**config.mk**
```make
export PLATFORM = sky130hd
export DESIGN_NAME = base58_encoder
export DESIGN_NICKNAME = d
export VERILOG_FILES = /design/src/hw/rtl/b58enc_pkg.sv /design/src/hw/rtl/b58enc_div58.sv /design/src/hw/rtl/b58enc_seq.sv /design/src/hw/rtl/base58_encoder.sv
export SDC_FILE = /design/constraint.sdc
export NUM_CORES = 1
export LEC_CHECK = 0
export ABC_AREA = 1
export BUFFER_PORTS_ARGS = -buffer_cell sky130_fd_sc_hd__buf_4
export CAP_MARGIN = 20
export CORE_MARGIN = 2
export CORE_UTILIZATION = 45
export DETAILED_ROUTE_END_ITERATION = 10
export PLACE_DENSITY = 0.67
export SYNTH_ARGS = -nofsm -noshare
export SYNTH_HDL_FRONTEND = slang
export SYNTH_HIERARCHICAL = 1
export SYNTH_SLANG_ARGS = --single-unit
export TNS_END_PERCENT = 20
```
**constraint.sdc**
```tcl
create_clock -name aclk -period 13.15 [get_ports aclk]
set_input_delay 0.6575 -clock aclk [delete_from_list [all_inputs] [get_ports aclk]]
set_output_delay 0.6575 -clock aclk [all_outputs]
set_load 0.02 [all_outputs]
```
**src/hw/rtl/b58enc_pkg.sv**
```systemverilog
// Shared types, constants and helper functions for the Base58 encoder.
// No dependencies; used by every other file of the block.
package b58enc_pkg;

    localparam int MAX_BYTES   = 32;
    localparam int BUF_AW      = 5;
    localparam int DIGIT_DEPTH = 44;

    localparam logic [6:0] RESULT_LIMIT = 7'd44;
    localparam logic [5:0] ZERO_SAT     = 6'd63;

    // floor(t / 58) for t < 14848 as (t * DIV_RECIP) >> DIV_SHIFT
    localparam logic [28:0] DIV_RECIP = 29'd18079;
    localparam int          DIV_SHIFT = 20;
    localparam logic [13:0] RADIX     = 14'd58;

    // floor(n * 183 / 134) for n <= 32 as (n * EST_MUL) >> EST_SHIFT
    localparam logic [31:0] EST_MUL   = 32'd91648779;
    localparam int          EST_SHIFT = 26;

    localparam logic [1:0] STATUS_OK       = 2'd0;
    localparam logic [1:0] STATUS_CAPACITY = 2'd1;
    localparam logic [1:0] STATUS_OVERFLOW = 2'd2;

    localparam logic REG_MAX_CHARS = 1'b0;
    localparam logic [5:0] MAX_CHARS_RESET = 6'd63;

    localparam logic [6:0] CHAR_ONE = 7'h31;

    localparam logic [6:0] B58_ALPHABET [64] = '{
        7'h31, 7'h32, 7'h33, 7'h34, 7'h35, 7'h36, 7'h37, 7'h38, 7'h39,
        7'h41, 7'h42, 7'h43, 7'h44, 7'h45, 7'h46, 7'h47, 7'h48,
        7'h4A, 7'h4B, 7'h4C, 7'h4D, 7'h4E,
        7'h50, 7'h51, 7'h52, 7'h53, 7'h54, 7'h55, 7'h56, 7'h57, 7'h58, 7'h59, 7'h5A,
        7'h61, 7'h62, 7'h63, 7'h64, 7'h65, 7'h66, 7'h67, 7'h68, 7'h69, 7'h6A, 7'h6B,
        7'h6D, 7'h6E, 7'h6F, 7'h70, 7'h71, 7'h72, 7'h73, 7'h74, 7'h75, 7'h76, 7'h77,
        7'h78, 7'h79, 7'h7A,
        7'h00, 7'h00, 7'h00, 7'h00, 7'h00, 7'h00
    };

    typedef enum logic [3:0] {
        ST_IDLE,
        ST_CALC,
        ST_CHECK,
        ST_DIV_START,
        ST_DIV_RUN,
        ST_TOTAL,
        ST_EMIT_ONE,
        ST_EMIT_RD,
        ST_EMIT_DIG,
        ST_ERROR
    } seq_state_t;

    typedef struct packed {
        logic       load;
        logic [6:0] char_code;
        logic       last_char;
        logic [1:0] status;
    } seq_out_t;

    function automatic logic [5:0] est_digits(input logic [5:0] n);
        logic [31:0] p;
        p = 32'(n) * EST_MUL;
        return 6'(p >> EST_SHIFT);
    endfunction

endpackage

```
**src/hw/rtl/b58enc_div58.sv**
```systemverilog
// One long-division step by 58: (remainder, byte) in, quotient byte and new remainder out.
// Depends on b58enc_pkg.
module b58enc_div58 (
    input  logic [5:0] rem_in,
    input  logic [7:0] byte_in,
    output logic [7:0] quot,
    output logic [5:0] rem_out
);

    logic [13:0] t;
    logic [28:0] prod;
    logic [13:0] back;
    logic [13:0] diff;

    assign t       = {rem_in, byte_in};
    assign prod    = 29'(t) * b58enc_pkg::DIV_RECIP;
    assign quot    = 8'(prod >> b58enc_pkg::DIV_SHIFT);
    assign back    = 14'(quot) * b58enc_pkg::RADIX;
    assign diff    = t - back;
    assign rem_out = diff[5:0];

endmodule

```
**src/hw/rtl/b58enc_seq.sv**
```systemverilog
// Sequencer: byte intake, number buffer, repeated division passes, digit store, emission.
// Depends on b58enc_pkg and b58enc_div58.
module b58enc_seq (
    input  logic                  aclk,
    input  logic                  aresetn,
    input  logic                  s_valid,
    input  logic [7:0]            s_data,
    input  logic                  s_last,
    output logic                  s_ready,
    input  logic [5:0]            max_chars,
    input  logic                  out_free,
    output b58enc_pkg::seq_out_t  seq_out
);

    b58enc_pkg::seq_state_t state_reg, state_next;

    logic [5:0] byte_cnt_reg, byte_cnt_next;
    logic [5:0] lzc_reg, lzc_next;
    logic       zero_run_reg, zero_run_next;
    logic       ovf_reg, ovf_next;
    logic [5:0] size_reg, size_next;
    logic [5:0] pass_reg, pass_next;
    logic [4:0] idx_reg, idx_next;
    logic [5:0] rem_reg, rem_next;
    logic [5:0] ndig_reg, ndig_next;
    logic [5:0] zeros_left_reg, zeros_left_next;
    logic [5:0] dig_idx_reg, dig_idx_next;
    logic [1:0] err_code_reg, err_code_next;

    logic [7:0] buf_mem [b58enc_pkg::MAX_BYTES];
    logic [7:0] buf_rdata_reg;
    logic       buf_we;
    logic [b58enc_pkg::BUF_AW-1:0] buf_waddr, buf_raddr;
    logic [7:0] buf_wdata;

    logic [5:0] dig_mem [b58enc_pkg::DIGIT_DEPTH];
    logic [5:0] dig_rdata_reg;
    logic       dig_we;

    logic [7:0] quot;
    logic [5:0] rem_out;
    logic [6:0] total;

    b58enc_div58 u_div58 (
        .rem_in  (rem_reg),
        .byte_in (buf_rdata_reg),
        .quot    (quot),
        .rem_out (rem_out)
    );

    always_ff @(posedge aclk) begin
        if (buf_we) begin
            buf_mem[buf_waddr] <= buf_wdata;
        end
        buf_rdata_reg <= buf_mem[buf_raddr];
    end

    always_ff @(posedge aclk) begin
        if (dig_we) begin
            dig_mem[pass_reg] <= rem_out;
        end
        dig_rdata_reg <= dig_mem[dig_idx_reg];
    end

    always_ff @(posedge aclk) begin
        if (!aresetn) begin
            state_reg    <= b58enc_pkg::ST_IDLE;
            byte_cnt_reg <= '0;
            lzc_reg      <= '0;
            zero_run_reg <= 1'b1;
            ovf_reg      <= 1'b0;
        end else begin
            state_reg    <= state_next;
            byte_cnt_reg <= byte_cnt_next;
            lzc_reg      <= lzc_next;
            zero_run_reg <= zero_run_next;
            ovf_reg      <= ovf_next;
        end
    end

    always_ff @(posedge aclk) begin
        size_reg       <= size_next;
        pass_reg       <= pass_next;
        idx_reg        <= idx_next;
        rem_reg        <= rem_next;
        ndig_reg       <= ndig_next;
        zeros_left_reg <= zeros_left_next;
        dig_idx_reg    <= dig_idx_next;
        err_code_reg   <= err_code_next;
    end

    assign s_ready = (state_reg == b58enc_pkg::ST_IDLE);
    assign total   = 7'(lzc_reg) + 7'(ndig_reg);

    always_comb begin
        state_next      = state_reg;
        byte_cnt_next   = byte_cnt_reg;
        lzc_next        = lzc_reg;
        zero_run_next   = zero_run_reg;
        ovf_next        = ovf_reg;
        size_next       = size_reg;
        pass_next       = pass_reg;
        idx_next        = idx_reg;
        rem_next        = rem_reg;
        ndig_next       = ndig_reg;
        zeros_left_next = zeros_left_reg;
        dig_idx_next    = dig_idx_reg;
        err_code_next   = err_code_reg;
        buf_we          = 1'b0;
        buf_waddr       = idx_reg;
        buf_wdata       = quot;
        buf_raddr       = '0;
        dig_we          = 1'b0;
        seq_out         = '0;

        unique case (state_reg)
            b58enc_pkg::ST_IDLE: begin
                if (s_valid) begin
                    if (zero_run_reg && s_data == 8'd0) begin
                        if (lzc_reg != b58enc_pkg::ZERO_SAT) begin
                            lzc_next = lzc_reg + 6'd1;
                        end
                    end else begin
                        zero_run_next = 1'b0;
                        if (byte_cnt_reg < 6'(b58enc_pkg::MAX_BYTES)) begin
                            buf_we        = 1'b1;
                            buf_waddr     = byte_cnt_reg[b58enc_pkg::BUF_AW-1:0];
                            buf_wdata     = s_data;
                            byte_cnt_next = byte_cnt_reg + 6'd1;
                        end else begin
                            ovf_next = 1'b1;
                        end
                    end
                    if (s_last) begin
                        if (ovf_next) begin
                            err_code_next = b58enc_pkg::STATUS_OVERFLOW;
                            state_next    = b58enc_pkg::ST_ERROR;
                        end else begin
                            state_next = b58enc_pkg::ST_CALC;
                        end
                    end
                end
            end
            b58enc_pkg::ST_CALC: begin
                size_next  = b58enc_pkg::est_digits(byte_cnt_reg) + 6'd1;
                state_next = b58enc_pkg::ST_CHECK;
            end
            b58enc_pkg::ST_CHECK: begin
                pass_next = '0;
                ndig_next = '0;
                if (7'(lzc_reg) + 7'(size_reg) > 7'(max_chars)) begin
                    err_code_next = b58enc_pkg::STATUS_CAPACITY;
                    state_next    = b58enc_pkg::ST_ERROR;
                end else if (byte_cnt_reg == 6'd0) begin
                    state_next = b58enc_pkg::ST_TOTAL;
                end else begin
                    state_next = b58enc_pkg::ST_DIV_START;
                end
            end
            b58enc_pkg::ST_DIV_START: begin
                buf_raddr  = '0;
                rem_next   = '0;
                idx_next   = '0;
                state_next = b58enc_pkg::ST_DIV_RUN;
            end
            b58enc_pkg::ST_DIV_RUN: begin
                buf_we    = 1'b1;
                buf_waddr = idx_reg;
                buf_wdata = quot;
                rem_next  = rem_out;
                buf_raddr = idx_reg + 5'd1;
                if (6'(idx_reg) + 6'd1 == byte_cnt_reg) begin
                    dig_we = 1'b1;
                    if (rem_out != 6'd0) begin
                        ndig_next = pass_reg + 6'd1;
                    end
                    if (pass_reg == size_reg - 6'd1) begin
                        state_next = b58enc_pkg::ST_TOTAL;
                    end else begin
                        pass_next  = pass_reg + 6'd1;
                        state_next = b58enc_pkg::ST_DIV_START;
                    end
                end else begin
                    idx_next = idx_reg + 5'd1;
                end
            end
            b58enc_pkg::ST_TOTAL: begin
                zeros_left_next = lzc_reg;
                dig_idx_next    = ndig_reg - 6'd1;
                if (total > b58enc_pkg::RESULT_LIMIT) begin
                    err_code_next = b58enc_pkg::STATUS_CAPACITY;
                    state_next    = b58enc_pkg::ST_ERROR;
                end else if (lzc_reg != 6'd0) begin
                    state_next = b58enc_pkg::ST_EMIT_ONE;
                end else begin
                    state_next = b58enc_pkg::ST_EMIT_RD;
                end
            end
            b58enc_pkg::ST_EMIT_ONE: begin
                if (out_free) begin
                    seq_out.load      = 1'b1;
                    seq_out.char_code = b58enc_pkg::CHAR_ONE;
                    seq_out.last_char = (zeros_left_reg == 6'd1) && (ndig_reg == 6'd0);
                    seq_out.status    = b58enc_pkg::STATUS_OK;
                    zeros_left_next   = zeros_left_reg - 6'd1;
                    if (zeros_left_reg == 6'd1) begin
                        if (ndig_reg == 6'd0) begin
                            byte_cnt_next = '0;
                            lzc_next      = '0;
                            zero_run_next = 1'b1;
                            ovf_next      = 1'b0;
                            state_next    = b58enc_pkg::ST_IDLE;
                        end else begin
                            state_next = b58enc_pkg::ST_EMIT_RD;
                        end
                    end
                end
            end
            b58enc_pkg::ST_EMIT_RD: begin
                state_next = b58enc_pkg::ST_EMIT_DIG;
            end
            b58enc_pkg::ST_EMIT_DIG: begin
                if (out_free) begin
                    seq_out.load      = 1'b1;
                    seq_out.char_code = b58enc_pkg::B58_ALPHABET[dig_rdata_reg];
                    seq_out.last_char = (dig_idx_reg == 6'd0);
                    seq_out.status    = b58enc_pkg::STATUS_OK;
                    if (dig_idx_reg == 6'd0) begin
                        byte_cnt_next = '0;
                        lzc_next      = '0;
                        zero_run_next = 1'b1;
                        ovf_next      = 1'b0;
                        state_next    = b58enc_pkg::ST_IDLE;
                    end else begin
                        dig_idx_next = dig_idx_reg - 6'd1;
                        state_next   = b58enc_pkg::ST_EMIT_RD;
                    end
                end
            end
            b58enc_pkg::ST_ERROR: begin
                if (out_free) begin
                    seq_out.load      = 1'b1;
                    seq_out.char_code = '0;
                    seq_out.last_char = 1'b1;
                    seq_out.status    = err_code_reg;
                    byte_cnt_next     = '0;
                    lzc_next          = '0;
                    zero_run_next     = 1'b1;
                    ovf_next          = 1'b0;
                    state_next        = b58enc_pkg::ST_IDLE;
                end
            end
            default: begin
                state_next = b58enc_pkg::ST_IDLE;
            end
        endcase
    end

endmodule

```
**src/hw/rtl/base58_encoder.sv**
```systemverilog
// Base58 (Bitcoin alphabet) encoder: top level with register port and output register.
// Depends on b58enc_pkg and b58enc_seq.
//
// Bytes of one big-endian string are taken one per cycle while s_tready is high; the
// byte with tlast closes the string and s_tready then stays low until its last result
// has been loaded into the output register. Leading zero bytes are only counted; up to
// 32 further bytes are kept. With n kept bytes and size = n*183/134 + 1, the single
// divide-by-58 step unit walks the buffer once per digit, one byte per cycle, with a
// restart state before each pass. Characters follow at one per cycle for each leading
// '1' while the output register can take them; each of the other digits first passes
// a read state before it is loaded. A string that does not fit max_chars (or 44
// characters), or that has more than 32 bytes after its zero run, gives one result with
// char 0 and a non-zero status instead.
module base58_encoder (
    input  logic        aclk,
    input  logic        aresetn,

    input  logic        s_tvalid,
    output logic        s_tready,
    input  logic [7:0]  s_tdata,    // [7:0] data_byte
    input  logic        s_tlast,

    output logic        m_tvalid,
    input  logic        m_tready,
    output logic [7:0]  m_tdata,    // [6:0] char_code, [7] zero
    output logic        m_tlast,
    output logic [1:0]  m_tuser,    // [1:0] status

    input  logic        psel,
    input  logic        penable,
    input  logic        pwrite,
    input  logic [2:0]  paddr,
    input  logic [31:0] pwdata,
    output logic [31:0] prdata,
    output logic        pready
);

    logic [5:0] max_chars_reg;
    logic       m_valid_reg;
    logic [6:0] m_char_reg;
    logic       m_last_reg;
    logic [1:0] m_status_reg;
    logic       out_free;

    b58enc_pkg::seq_out_t seq_out;

    assign pready = 1'b1;
    assign prdata = (paddr[2] == b58enc_pkg::REG_MAX_CHARS) ? 32'(max_chars_reg) : 32'd0;

    always_ff @(posedge aclk) begin
        if (!aresetn) begin
            max_chars_reg <= b58enc_pkg::MAX_CHARS_RESET;
        end else if (psel && penable && pwrite && pready
                     && paddr[2] == b58enc_pkg::REG_MAX_CHARS) begin
            max_chars_reg <= pwdata[5:0];
        end
    end

    b58enc_seq u_seq (
        .aclk      (aclk),
        .aresetn   (aresetn),
        .s_valid   (s_tvalid),
        .s_data    (s_tdata),
        .s_last    (s_tlast),
        .s_ready   (s_tready),
        .max_chars (max_chars_reg),
        .out_free  (out_free),
        .seq_out   (seq_out)
    );

    assign out_free = !m_valid_reg || m_tready;

    always_ff @(posedge aclk) begin
        if (!aresetn) begin
            m_valid_reg <= 1'b0;
        end else if (seq_out.load) begin
            m_valid_reg <= 1'b1;
        end else if (m_tready) begin
            m_valid_reg <= 1'b0;
        end
    end

    always_ff @(posedge aclk) begin
        if (seq_out.load) begin
            m_char_reg   <= seq_out.char_code;
            m_last_reg   <= seq_out.last_char;
            m_status_reg <= seq_out.status;
        end
    end

    assign m_tvalid = m_valid_reg;
    assign m_tdata  = {1'b0, m_char_reg};
    assign m_tlast  = m_last_reg;
    assign m_tuser  = m_status_reg;

endmodule

```
### After elaboration in Yosys (flattened, before gate mapping)

Memories as Yosys holds them, arrays and structs flattened. A register that Yosys moved wholly into a read port is not among the register bits.
Cells that the tools add are included.

| storage, ports and cells | value |
|---|---|
| register bits | 78 |
| bits in writable memories | 520 |
| bits in read-only memories | 448 |
| input bits | 51 |
| output and inout bits | 46 |
| logic and storage cells | 207 |
| memories kept | 3 |

Memories:

| name | words | width | read ports | clocked after Yosys merged registers in | wr ports | RTL line | source |
|---|---|---|---|---|---|---|---|
| (name not given) | 64 | 7 | 1 | 0 | 0 | b58enc_seq.sv:225 | `seq_out.char_code = b58enc_pkg::B58_ALPHABET[dig_rdata_reg];` |
| u_seq.dig_mem | 44 | 6 | 1 | 1 | 1 | b58enc_seq.sv:36 | `logic [5:0] dig_mem [b58enc_pkg::DIGIT_DEPTH];` |
| u_seq.buf_mem | 32 | 8 | 1 | 1 | 1 | b58enc_seq.sv:30 | `logic [7:0] buf_mem [b58enc_pkg::MAX_BYTES];` |

| operators by class | value |
|---|---|
| add/subtract/negate cells | 13 |
| multipliers | 3 |
| $lt $le $gt $ge | 4 |
| eq/ne operators | 33 |
| mux-type cells | 99 |
| bitwise gates (word level) | 2 |
| reduce and logical (&&, ||, !) cells | 32 |

Operators with widths:

| operator | number |
|---|---|
| two-way mux 6 bit | 20 |
| one-hot mux 6 bit (2 select lines) | 5 |
| one-hot mux 6 bit (4 select lines) | 2 |
| two-way mux 4 bit | 10 |
| one-hot mux 4 bit (10 select lines) | 1 |
| two-way mux 11 bit | 3 |
| one-hot mux 11 bit (3 select lines) | 1 |
| multiplier 6 x 27 -> 32 bit, second input constant | 1 |
| two-way mux 8 bit | 4 |
| two-way mux 1 bit | 31 |
| two-way mux 5 bit | 6 |
| multiplier 14 x 15 -> 28 bit, second input constant | 1 |
| adder 6 x 1 -> 6 bit, second input constant | 4 |
| inequality test 2 x 1 -> 1 bit, second input constant | 12 |
| subtractor 6 x 1 -> 6 bit, second input constant | 4 |
| AND reduction 10 bit | 2 |
| logical NOT 6 bit | 3 |
| equality test 4 x 3 -> 1 bit, second input constant | 4 |
| inequality test 2 bit, second input constant | 8 |
| adder 6 x 6 -> 7 bit | 2 |
| two-way mux 7 bit | 2 |
| equality test 6 bit | 2 |
| two-way mux 3 bit | 4 |
| nonzero test 6 bit | 2 |
| other kinds (34) | 52 |

### Depth between registers and ports, before layout

| logic depth | value |
|---|---|
| word-level depth | 9 |
| mapped depth | 37 |
| depth with buffers taken out | 37 |

### Modules after synthesis

The synthesis kept the hierarchy.

Modules (own cells, without submodules):

| module | times used | cells each | area each (µm²) | sequential area each (µm²) |
|---|---|---|---|---|
| b58enc_seq | 1 | 2,675 | 28,653.7 | 17,546.8 |
| b58enc_div58 | 1 | 586 | 4,585.6 | 0.0 |
| base58_encoder | 1 | 86 | 838.3 | 440.4 |

### Worst setup path before layout

OpenSTA, ideal clock, no wires.

| path | value |
|---|---|
| kind | register to register |
| start | reg u_seq.rem_reg[3] |
| end | reg u_seq.ndig_reg[0], enable pin |
| setup time | 0.373 ns |
| arrival | 7.811 ns |
| data required time | 12.777 ns |
| path slack | 4.965 ns |
| cell stages (with the launch flop) | 32 |
| path buffers | 0 |
| period minus slack after synthesis | 8.185 ns |
| cells stage by stage | edfxtp_1 fa_1 nand2_1 inv_1 nor2_1 ha_1 inv_1 fa_1 inv_1 fa_1 fa_1 fa_1 ha_1 nand2_1 nor2_1 nand3_1 o211ai_1 xor2_1 ha_1 ha_1 ha_1 inv_1 ha_1 a21oi_1 nand2_1 nand2_1 nand2_1 xnor3_1 nand2_1 nand2_1 nor4_1 a41oi_1 |

| on the way | value |
|---|---|
| cells in the longest elaborated chain, start to end | 6 |

RTL lines:

| what | RTL line | source |
|---|---|---|
| start: declaration | b58enc_seq.sv:24 | `logic [5:0] rem_reg, rem_next;` |
| start signal: assignment | b58enc_seq.sv:85 | `rem_reg <= rem_next;` |
| multiplier 14 x 15 -> 28 bit | b58enc_div58.sv:16 | `assign prod = 29'(t) * b58enc_pkg::DIV_RECIP;` |
| named net u_seq.quot[0] | b58enc_seq.sv:40 | `logic [7:0] quot;` |
| multiplier 8 x 5 -> 5 bit | b58enc_div58.sv:18 | `assign back = 14'(quot) * b58enc_pkg::RADIX;` |
| subtractor 6 bit | b58enc_div58.sv:19 | `assign diff = t - back;` |
| named net u_seq.rem_out[5] | b58enc_seq.sv:41 | `logic [5:0] rem_out;` |
| nonzero test 6 bit | b58enc_seq.sv:174 | `if (rem_out != 6'd0) begin` |
| inequality test 2 x 1 -> 1 bit (no source line) | - |  |
| AND reduction 3 bit (no source line) | - |  |
| end signal: assignment | b58enc_seq.sv:86 | `ndig_reg <= ndig_next;` |
| end: declaration | b58enc_seq.sv:25 | `logic [5:0] ndig_reg, ndig_next;` |

The timed path passes the listed nets, and every way through them passes these cells.
A chain may end at the register's enable or synchronous reset.

### Worst setup path after layout

| path | value |
|---|---|
| start | reg u_seq.rem_reg[3] |
| end | reg u_seq.ndig_reg[5], enable pin |

The elaborated chain is that of the path after synthesis.

==> run metrics <==
gr usage total=20.1%; sequential area share after synthesis=52.8%; slowest cell on the critical path=a41oi_1; Post-CTS Resized=0; postcts setup bufs=0; crit path kind=flop to flop; area leader, netlist=edfxtp_1; Post-Layout Cell Count=4,379; post-synth top area share=50.5%; Clk pin slew, worst setup/hold paths=0.06 ns; P&R area growth vs syn=9.08%; Crit path required time=13.42 ns; worst path arrival time=9.35 ns; Synth Register Bits=612; clock buffer depth=3; fmax=110 MHz; status=finished clean; Post-Synthesis Cell Area=0.0341 sq mm; Final Critical Period=9.09 ns; element type at the critical path start=flop; post-layout util=49.8%; Distinct cells, synth=61; clk_skew=0.0449 ns; nets=3,732; total I/O pin count=97; placed cell count=4,270; final worst-path cycle share=69.1%; pin count of the biggest net entering global routing=103; Setup-failing EPs final=0; Root Buffer=clkbuf_16; RSZ-0062 raised after global routing=false; drt wl/cell=18.1 microns; routability cong.=0.911; clock sink count=612; Post-synth top cells=edfxtp_1, nand2_1, inv_1, nor2_1, o21ai_0; die height=279 microns; Max-cap violations=0; Initial Utilization=45.6%; placed instance area=0.0353 sq mm; core area=0.0747 sq mm; DIE AREA=0.0779 sq mm; CP Max Fanout=46; grt ovf=0; DR DRC count=0; max_slew headroom=27.1%; Post-Synthesis Cells=3,347; top cells by area, synth=edfxtp_1, ha_1, nand2_1; Largest register FFs=264; Final Hold Viols=0; die width=279 microns; most common cell in the synthesized netlist=edfxtp_1; initial antenna violation count=0; n_diodes=0; antenna-violating nets left=0; Post-synth EDFFs=573; Design Area, Final=0.0372 sq mm; Slew Viols, Final=0; TritonRoute pass-1 iters=5; Setup TNS=0 ns; first-pass GRT wire length=123,000 microns; htree depth=2; Worst setup EP type=flop; FFs w/ async S/R, synth=0%; post-DP HPWL=52,800 microns; CTS tree=yes; Via Count=23,643; layout cell share with drive strength beyond 1=6.69%; Avg Cell Area, Syn=10.2 sq um; slowest stage delay, CP=0.66 ns; routed vias/inst=5.40; Port-buffer cells=40; Detailed Route Iter0 Violations=2,081; # hold bufs at CTS=0; clock latency at the later pin of the worst-skew pair=0.65 ns; worst hold path class=input port to flop; Synth Flop Type=edfxtp_1; synth warn=6; Worst Tran Pin Value=1.09 ns; row cnt=100; DRT Wirelength=79,100 microns; number of global-route vias before repair=22,834; Num CTS Buffers=59
## worst max-delay path: cells and delay by family, from the launching register on
| family | cells | cell delay [ns] |
|---|---|---|
| AO/OA/AOI/OAI | 3 | 1.25 |
| buffers and inverters | 4 | 0.24 |
| flip-flops | 1 | 0.54 |
| adder cells (fa/ha/maj) | 11 | 4.53 |
| XOR/XNOR | 2 | 0.52 |
| AND/OR/NAND/NOR | 11 | 1.62 |
## kinds of logic (layout without fill, tap and decap cells)
kind of cell | count (synthesis) | count (layout) | share of synthesized area, %
AO/OA/AOI/OAI | 576 | 576 | 10.2
other | 2 | 28 | 0.0220
AND/OR/NAND/NOR | 1227 | 1227 | 15.5
XOR/XNOR | 36 | 36 | 0.966
adder cells (fa/ha/maj) | 319 | 319 | 13.7
flip-flops | 612 | 612 | 52.8
buffers and inverters | 575 | 612 | 6.88
## through the flow
stage | hold WS [ns] | setup slack (ns)
CTS | 0.242 | 4.03
detailed placement | 0.481 | 4.05
global placement | 0.474 | 4.11
floorplan | 0.440 | 4.97
global route | 0.278 | 3.49
finish | 0.268 | 4.06
## worst paths after layout
check                           depth (start not counted)                            end                            from  slack (ns)
worst min register to register                          2  max_chars_reg[0]$_SDFFE_PN1P_   max_chars_reg[0]$_SDFFE_PN1P_        0.49
worst max-delay path                                   31    u_seq/ndig_reg[5]$_DFFE_PP_  u_seq/rem_reg[3]$_SDFFCE_PN0P_        4.06
worst min-delay path                                    3  max_chars_reg[5]$_SDFFE_PN1P_                       pwdata[5]        0.27
worst max register to register                         31    u_seq/ndig_reg[5]$_DFFE_PP_  u_seq/rem_reg[3]$_SDFFCE_PN0P_        4.06
## routing by layer
metal	vias up	track usage [%]	wire length (microns)
met5	-	0	0
met4	0	6.70	2250
met3	137	3.61	5250
met2	710	33.5	37500
met1	11304	26.6	34100
li1	11492	-	-
## layout by cell type, fill, tap and decap left out, drive strengths merged, types with 9 or more instances in the layout
master	count
nor3	29
inv	433
edfxtp	573
xnor2	13
buf	68
o21a	16
conb	28
a21oi	87
o211ai	65
nor2	405
nand3	189
o21ai	292
nand4	37
clkinv	33
o21bai	11
o221ai	64
nand3b	9
nand2	522
clkbuf	68
ha	231
fa	88
or2	31
o22ai	17
dfxtp	39
xor2	22
## final cells by class
| class | count | area [sq um] |
|---|---|---|
| Clock buffer | 68 | 1510 |
| Clock inverter | 41 | 403 |
| Fill cell | 6656 | 37500 |
| Inverter | 435 | 1640 |
| Multi-Input combinational cell | 2186 | 13900 |
| Sequential cell | 612 | 18000 |
| Tap cell | 969 | 1210 |
| Timing Repair Buffer | 68 | 510 |
Power is not shown: default switching activity piles up to over one toggle a cycle in this logic, so the estimate is an artifact.
